==> src/hdl/iptlu_pkg.sv <==
// ----------------------------------------------------------------------------
// iptlu_pkg: shared definitions for the IPv4 trie prefix lookup
// Operation codes, port widths, parameter defaults and the command and
// status bundles that pass between the controller and the datapath.
// ----------------------------------------------------------------------------
package iptlu_pkg;

    // Parameter defaults.
    localparam int NODE_COUNT_DEF = 4096;
    localparam int VALUE_BITS_DEF = 16;
    localparam int ADDR_BITS_DEF  = 32;

    // Fixed field widths on the ports.
    localparam int OP_W        = 2;
    localparam int ADDR_W      = 32;
    localparam int MASK_W      = 32;
    localparam int VALUE_W     = 16;
    localparam int IN_TDATA_W  = ADDR_W + MASK_W + VALUE_W;
    localparam int OUT_TDATA_W = 16;
    localparam int OUT_TUSER_W = 2;

    // Bit offsets of the fields in the input tdata.
    localparam int ADDR_LSB  = 0;
    localparam int MASK_LSB  = ADDR_W;
    localparam int VALUE_LSB = ADDR_W + MASK_W;

    // Operation codes carried in the input tuser.
    localparam logic [OP_W-1:0] OP_INSERT = 2'd0;
    localparam logic [OP_W-1:0] OP_FIND   = 2'd1;
    localparam logic [OP_W-1:0] OP_LPM    = 2'd2;

    // Result status codes.
    localparam logic STATUS_OK   = 1'b0;
    localparam logic STATUS_FULL = 1'b1;

    // Commands from the controller to the datapath.
    typedef struct packed {
        logic load;    // capture the accepted beat and start at the root
        logic sum;     // count the prefix length from the mask
        logic step;    // descend one trie level
        logic finish;  // apply the final action and load the result register
    } ctrl_cmd_t;

    // Status from the datapath to the controller.
    typedef struct packed {
        logic done;      // the walk has reached its last node
        logic out_free;  // the result register can take a new result
    } dp_status_t;

endpackage

==> src/hdl/iptlu_ctrl.sv <==
// ----------------------------------------------------------------------------
// iptlu_ctrl: operation sequencer for the IPv4 trie prefix lookup
// Accepts one input beat at a time, runs the length count and the level
// walk in the datapath, and hands the result over once the output is free.
// ----------------------------------------------------------------------------
module iptlu_ctrl (
    input  logic                   clk,
    input  logic                   rst_n,
    input  logic                   s_tvalid,
    output logic                   s_tready,
    input  iptlu_pkg::dp_status_t  status,
    output iptlu_pkg::ctrl_cmd_t   cmd
);
    import iptlu_pkg::*;

    typedef enum logic [1:0] {
        ST_IDLE,
        ST_LEN,
        ST_WALK
    } state_t;

    state_t state_reg;
    state_t state_next;
    logic   ready_reg;
    logic   ready_next;

    always_comb
    begin
        cmd.load   = s_tvalid && ready_reg;
        cmd.sum    = (state_reg == ST_LEN);
        cmd.step   = (state_reg == ST_WALK) && !status.done;
        cmd.finish = (state_reg == ST_WALK) && status.done && status.out_free;
    end

    always_comb
    begin
        state_next = state_reg;
        ready_next = ready_reg;
        case (state_reg)
            ST_IDLE:
            begin
                if (cmd.load)
                begin
                    state_next = ST_LEN;
                    ready_next = 1'b0;
                end
            end
            ST_LEN:
            begin
                state_next = ST_WALK;
            end
            ST_WALK:
            begin
                if (cmd.finish)
                begin
                    state_next = ST_IDLE;
                    ready_next = 1'b1;
                end
            end
            default:
            begin
                state_next = ST_IDLE;
                ready_next = 1'b1;
            end
        endcase
    end

    always_ff @(posedge clk or negedge rst_n)
    begin
        if (!rst_n)
        begin
            state_reg <= ST_IDLE;
            ready_reg <= 1'b1;
        end
        else
        begin
            state_reg <= state_next;
            ready_reg <= ready_next;
        end
    end

    assign s_tready = ready_reg;

endmodule

==> config.mk <==
export PLATFORM = sky130hd
export DESIGN_NAME = iptlu_ctrl
export DESIGN_NICKNAME = d
export VERILOG_FILES = /design/src/hdl/iptlu_pkg.sv /design/src/hdl/iptlu_ctrl.sv
export SDC_FILE = /design/constraint.sdc
export NUM_CORES = 1
export LEC_CHECK = 0
export ABC_AREA = 1
export BUFFER_PORTS_ARGS = -buffer_cell sky130_fd_sc_hd__buf_2
export CORE_AREA = 2 2 39 41
export CTS_CLUSTER_SIZE = 16
export DETAILED_ROUTE_END_ITERATION = 8
export DIE_AREA = 0 0 41 43
export MAX_ROUTING_LAYER = met4
export PLACE_DENSITY = 0.39
export SYNTH_ARGS = -nofsm -noshare
export SYNTH_HDL_FRONTEND = slang
export SYNTH_SLANG_ARGS = --single-unit
export TNS_END_PERCENT = 50
==> constraint.sdc <==
create_clock -name clk -period 0.9 [get_ports clk]
set_clock_uncertainty 0.1 [all_clocks]
set_input_delay 0.09 -clock clk [delete_from_list [all_inputs] [get_ports clk]]
set_output_delay 0.09 -clock clk [all_outputs]
set_load 0.01 [all_outputs]
# Yosys cells after proc, flatten, opt, wreduce, memory -nomap -nowiden
# Index checks and enable logic that the tools add are counted.
# Widths: inputs -> output; s select.
op_classes:
  muxes: 6
  reduce_logical: 8
  n_eq_ne: 4
  bitwise_logic: 1
op_table:
  columns: ["cell", "count"]
  rows:
  - ["$pmux 2 s3", 1]
  - ["$logic_and 1x1->1", 4]
  - ["$mux 2", 2]
  - ["$ne 2x2->1 const B", 2]
  - ["$pmux 1 s3", 1]
  - ["$reduce_and 3->1", 1]
  - ["$eq 2x1->1 const B", 1]
  - ["$eq 2x2->1 const B", 1]
  - ["$logic_not 2->1", 1]
  - ["$mux 1", 2]
  - ["$reduce_and 2->1", 1]
  - ["$logic_not 1->1", 1]
  - ["$not 1->1", 1]
word_totals:
  output_inout_bits: 5
  in_bits: 5
  reg_bits: 3
  word_cells: 21

# Depth between registers and ports, before layout
# Gate-level depths: netlist (run 1).
depth:
  word_depth: 5
  ltp_mapped: 4
  mapped_depth_nobuf: 4

# Worst setup path before layout (run 1)
# OpenSTA, ideal clock, no wires.
synth_path:
  path_kind: "register to register"
  from: "register ready_reg, in the netlist s_tready"
  to: "register ready_reg, in the netlist s_tready"
  period_less_slack_ps: 987
  t_arrival_ps: 808
  path_slack_ps: -87
  setup_time_ps: 80
  path_stages_with_launch: 4
  t_required_ps: 720
  path_cell_list: "dfstp_2 > nand2_1 > nor3_2 > nor2_2"
synth_between:
  elab_chain_len: 3
synth_lines:
  columns: ["item", "line_no", "source"]
  rows:
  - ["from (decl)", "iptlu_ctrl.sv:24", "logic ready_reg;"]
  - ["from (signal assigned)", "iptlu_ctrl.sv:78", "ready_reg <= ready_next;"]
  - ["$logic_and 1x1->1", "iptlu_ctrl.sv:29", "cmd.load = s_tvalid && ready_reg;"]
  - ["$ne 2x2->1 (no source line)", null, null]
  - ["$reduce_and 3->1 (no source line)", null, null]
# No other way between the ends.
# A chain may end at the register's enable or synchronous reset.

==> impl_metrics.yaml, run 1 <==
placement:
  dp_hpwl_um: 255.7
  io_buffers: 9
  dp_cells: 43
  routabilityCongestion: 0.5195
  dpl_cell_area_um2: 220.2
cts:
  clk_pin_slew_ps: 40
  cts_root_buf: "clkbuf_4"
  clk_path_buf_depth: 2
  cts_tree: "built"
  numCtsBuffers: 3
  cts_sinks: 3
  cts_max_level: 1
  clk_latency_ps: 230
timing:
  finalWorstSetupSlack_ps: -258.3
  slew_viol_final: 0
  worst_slew_pin_slew_ps: 188.7
  setup_viol: 8
  rsz0062_at_grt: "yes"
  final.setup.tns_ps: -1651
  finalCriticalPeriod_ps: 1158
  final_hold_viol_count: 0
  fin_crit_sh_pct: 128.7
  maxSlewHeadroom_pct: 87.35
  fmax_mhz: 863.3
power_and_ir_drop:
  power.share.combinational_pct: 51.2
  power.switching_w: 0.0003557
  leakagePower_nw: 0.1662
  p_clk_share_pct: 22.0
  p_int_w: 0.0007020
  power_frac_seq_pct: 26.8
  switching_share_pct: 33.63
  peakVddDrop_v: 0.0006235
  p_per_area_nw_per_um2: 3202
route:
  ant_nets: 0
  drc: 0
  wl_um: 407
  vias: 184
  viasPerCell: 3.472
  wire_per_inst_um: 7.679
  first_pass_iters: 2
  drt_iter0_drc: 4
worst_setup_path:
  max_stage_delay_ps: 540
  cp.buffers_inverters: 2
  worstPathCellList: "nand2_2 > inv_2 > buf_6"
  path_max_fanout: 2
  r2r_slack_ps: -210
  critical_path_class: "reg -> out"
  critPathArrivalTime_ps: 970
  required_ps: 710
  critPathTopFamily: "flip-flops"
  cp_slowest_cell: "dfstp_2"
  end_kind: "output port"
  startpoint_type: "flip-flop"
final_layout:
  finalNetCount: 43
  syn2layout_area_growth_pct: 112.9
  design_area_um2: 330.3
  regArea_um2: 77.57
  drive_above_1_share_pct: 75.68
  fill_cells: 161
  multi_input_comb_area_um2: 72.57
  largest_reg_flops: 2
  antenna_cells: 0
  fin_util_pct: 23.87
  layout.cells.non_filler: 53
logic_synthesis:
  ys_types: 12
  ys.flop_type: "dfrtp_1"
  ys_seq_area_share_pct: 49.19
  synth-async-reset-ratio_pct: 100.0
  synthCells: 18
  yosys_warnings: 0
  synth.most_common_cell: "nor2_1"
  syn_area_per_cell_um2: 8.619
  synth_top_cell_by_area: "dfrtp_1"
  syn_nets: 23
  synth_common_cells: "3 x nor2_1, 2 x dfrtp_1, 2 x inv_2, 2 x nand2_1, 2 x nor2_2"
  yosys-top-cells-area: "dfrtp_1 32%, dfstp_2 17%, nor2_2 8.1%, nor2_1 7.3%, nor3_2 6.5%"
  post-synth-top-area-fraction_pct: 32.26
  synth_edf_count: 0
  yosys_register_bits: 3
  syn-cell-area_um2: 155.1
die:
  io_pins: 10
  initial_core_util_pct: 11.21
  core_um2: 1384
  die_w_um: 41
  die_h_um: 43
  num_rows: 14
  die_area_um2: 1763
flow_run:
  cap_violations: 0
status:
  outcome: "finished with violations"
  violations: "negative setup slack"
global_routing:
  grt_pass1_vias: 158
  gr-total-overflow: 0
  grt_use_total_pct: 6.481
  grt_antenna_before_repair: 0
  grt_max_degree: 5
  grt_pass1_wl_um: 600
worst_hold_path:
  holdCritPathClass: "in -> async"
-- per-stage QoR --
stage                     hold slack (ps)  power (W)  setup slack, ps
after floorplan                    -305.6  0.0004661           -87.41
after global placement             -210.5  0.0005871           -94.90
after detailed placement           -211.8  0.0005804           -84.31
after CTS                           75.08  0.0009916           -281.7
after global routing                93.21   0.001168           -324.7
final                               82.30   0.001058           -258.3
-- worst reg2reg max path, cell delays in order (launching register included) --
cell	delay, ps
dfstp_2	540
nand2_2	60
buf_4	130
nor3_2	150
nor2_2	60
-- path summary, 6_finish.rpt --
path                              startpoint           end  cells past startpoint
worst max-delay path                s_tready        cmd[3]                      3
worst min-delay path                   rst_n  state_reg[0]                      2
worst max register to register      s_tready      s_tready                      4
worst min register to register  state_reg[1]  state_reg[0]                      1
max in group asynchronous              rst_n      s_tready                      2
min in group clk                    s_tvalid  state_reg[0]                      4
-- logic make-up after synthesis --
family                 Yosys count  synth area share [%]
DFF                              3                 49.20
and+or+nand+nor                  9                 30.65
AOI/OAI and AO/OA                2                 8.063
buffers and inverters            4                 12.10
-- layout by cell type, fill, tap and decap left out, drive strengths merged --
cell,n
o21bai,1
nand2,3
a21oi,1
clkbuf,4
dfrtp,2
dfstp,1
nor2,5
inv,3
dlygate4sd3,1
nor3,1
buf,15
-- final cells by class --
type                    instances  share of cell area, %
flip-flops and latches          3                  23.48
inverters                       3                  3.409
multi-input cells              11                  21.97
clock buffers                   4                  7.955
repair buffers                 16                  37.12
well taps                      16                  6.061
-- power groups by stage --
stage | combinational, W | sequential, W | clock (W)
2_1_floorplan | 0.000189 | 0.000277 | 0
3_3_place_gp | 0.000320 | 0.000267 | 0
3_5_place_dp | 0.000313 | 0.000267 | 0
4_1_cts | 0.000470 | 0.000274 | 0.000247
5_1_grt | 0.000604 | 0.000297 | 0.000267
6_report | 0.000541 | 0.000284 | 0.000233
-- repair_timing --
action / CTS / global route
hold buffers: 1 / 0
buffers inserted: 4 / 1
cloned: 0 / 0
pin swaps: 4 / 2
gates resized for setup: 3 / 6
endpoints found under the hold margin: 3 / 0
endpoints found under the setup margin: 8 / 8
-- metal layers --
layer / routed length (um) / GRT usage [%] / up-vias
li1: - / - / 91
met1: 120 / 4.180 / 87
met2: 260 / 8.125 / 6
met3: 27 / 6.283 / 0
met4: 0 / 8.000 / 0
met5: 0 / - / -
Power figures use the tool's default switching activity.
==> inputs of run 2 (changes only) <==
- CTS_BUF_LIST: default -> sky130_fd_sc_hd__clkbuf_2
==> impl_metrics.yaml, run 2 (synthesized netlist as in run 1, its figures left out) <==
status:
  outcome: "finished with violations"
  violations: "negative setup slack"
flow_run:
  cap_violations: 0
timing:
  maxSlewHeadroom_pct: 87.23
  fin_crit_sh_pct: 126.5
  setup_viol: 8
  fmax_mhz: 878.0
  finalWorstSetupSlack_ps: -238.9
  worst_slew_pin_slew_ps: 190.5
  final_hold_viol_count: 0
  slew_viol_final: 0
  rsz0062_at_grt: "yes"
  finalCriticalPeriod_ps: 1139
  final.setup.tns_ps: -1316
placement:
  dp_cells: 43
  pre_cts_slack_ps: -84.31
  routabilityCongestion: 0.5195
  io_buffers: 9
  dpl_cell_area_um2: 220.2
  dp_hpwl_um: 255.7
worst_setup_path:
  r2r_cells: 3
  timing.rr.end: "s_tready"
  cp_slowest_cell: "dfstp_2"
  required_ps: 710
  path_max_fanout: 2
  reg2reg_from: "s_tready"
  r2r_slack_ps: -90
  max_stage_delay_ps: 540
  critical_path_class: "reg -> out"
  startpoint_type: "flip-flop"
  critPathArrivalTime_ps: 950
  end_kind: "output port"
  worstPathCellList: "nand2_2 > inv_2 > buf_6"
power_and_ir_drop:
  power.total_w: 0.001006
  power.share.combinational_pct: 52.9
  p_int_w: 0.0006419
  leakagePower_nw: 0.1633
  p_per_area_nw_per_um2: 3141
  power_frac_seq_pct: 28.2
  power.switching_w: 0.0003642
  peakVddDrop_v: 0.0005310
  p_clk_share_pct: 18.8
  switching_share_pct: 36.20
route:
  viasPerCell: 3.346
  drt_iter0_drc: 4
  first_pass_iters: 4
  vias: 174
  wl_um: 394
  wire_per_inst_um: 7.577
  drc: 0
  ant_nets: 0
die:
  core_um2: 1384
  die_w_um: 41
  initial_core_util_pct: 11.21
  die_area_um2: 1763
  io_pins: 10
  num_rows: 14
  die_h_um: 43
cts:
  cts_max_level: 1
  clk_pin_slew_ps: 40
  clk_path_buf_depth: 2
  cts_sinks: 3
  clk_latency_ps: 200
  numCtsBuffers: 3
  cts_tree: "built"
  cts_root_buf: "clkbuf_2"
global_routing:
  gr-total-overflow: 0
  grt_use_total_pct: 5.561
  grt_pass1_wl_um: 517
  grt_pass1_vias: 138
  grt_antenna_before_repair: 0
  grt_max_degree: 5
final_layout:
  drive_above_1_share_pct: 80.56
  layout_common_cells: "6 x buf_2, 4 x clkbuf_2, 4 x buf_6, 4 x buf_4"
  antenna_cells: 0
  syn2layout_area_growth_pct: 106.5
  layout_commonest_cell: "buf_2"
  finalNetCount: 42
  design_area_um2: 320.3
  largest_reg_flops: 2
  layout.cells.non_filler: 52
worst_hold_path:
  holdCritPathClass: "in -> reg"
  hold_depth: 3
  min_from: "s_tvalid"
  hold_end: "state_reg[0]"
[run 2: cell types whose count changed in the layout (fill, tap and decap cells not counted), sizes merged]
cell | previous run | this run
buf | 15 | 14
[run 2: worst max path at each step]
stage	cells after the start	end	slack [ps]	startpoint
2_1_floorplan	3	s_tready	-90	s_tready
3_3_place_gp	3	s_tready	-90	s_tready
3_5_place_dp	3	s_tready	-80	s_tready
4_1_cts	3	cmd[3]	-260	s_tready
5_1_grt	3	cmd[3]	-300	s_tready
6_report	3	cmd[3]	-240	s_tready
[run 2: routing by layer]
layer / up-vias / part of all wire (%) / routed length, um / GRT usage, %
met5: - / 0 / 0 / -
met4: 0 / 0 / 0 / 6.000
met3: 0 / 8.9 / 35 / 6.283
met2: 7 / 60 / 238 / 5.938
met1: 79 / 30 / 120 / 4.516
li1: 88 / - / - / -
[run 2: worst max-delay path, delay by kind of cell, from the launching register on]
kind                   cells  cell delay, ps
and+or+nand+nor            1              70
DFF                        1             540
buffers and inverters      2             140
[run 2: final cells by class]
| type | count | area (um2) |
|---|---|---|
| clock buffer | 4 | 20.02 |
| fill | 158 | 1064 |
| inverter | 3 | 11.26 |
| multi-input combinational | 11 | 76.32 |
| sequential | 3 | 77.57 |
| tap | 16 | 20.02 |
| timing repair buffer | 15 | 115.1 |
[run 2: power groups by stage]
stage / clock network [W] / logic [W] / registers (W)
after floorplan: 0 / 0.000189 / 0.000277
after global placement: 0 / 0.000320 / 0.000267
after detailed placement: 0 / 0.000313 / 0.000267
after CTS: 0.000196 / 0.000449 / 0.000272
after global routing: 0.000215 / 0.000595 / 0.000296
final: 0.000190 / 0.000532 / 0.000284
[run 2: metrics by stage]
step	hold slack [ps]	util, %
floorplan	-305.6	-
global placement	-210.5	15.91
detailed placement	-211.8	15.91
CTS	30.77	20.61
global route	35.53	23.15
finish	39.76	23.15
[run 2: what timing repair did]
action	CTS	global route
gates resized for setup	3	7
pin swaps	3	2
setup buffers	3	1
hold buffers	1	0
endpoints found under the setup margin	8	8
hold endpoints to repair	3	0
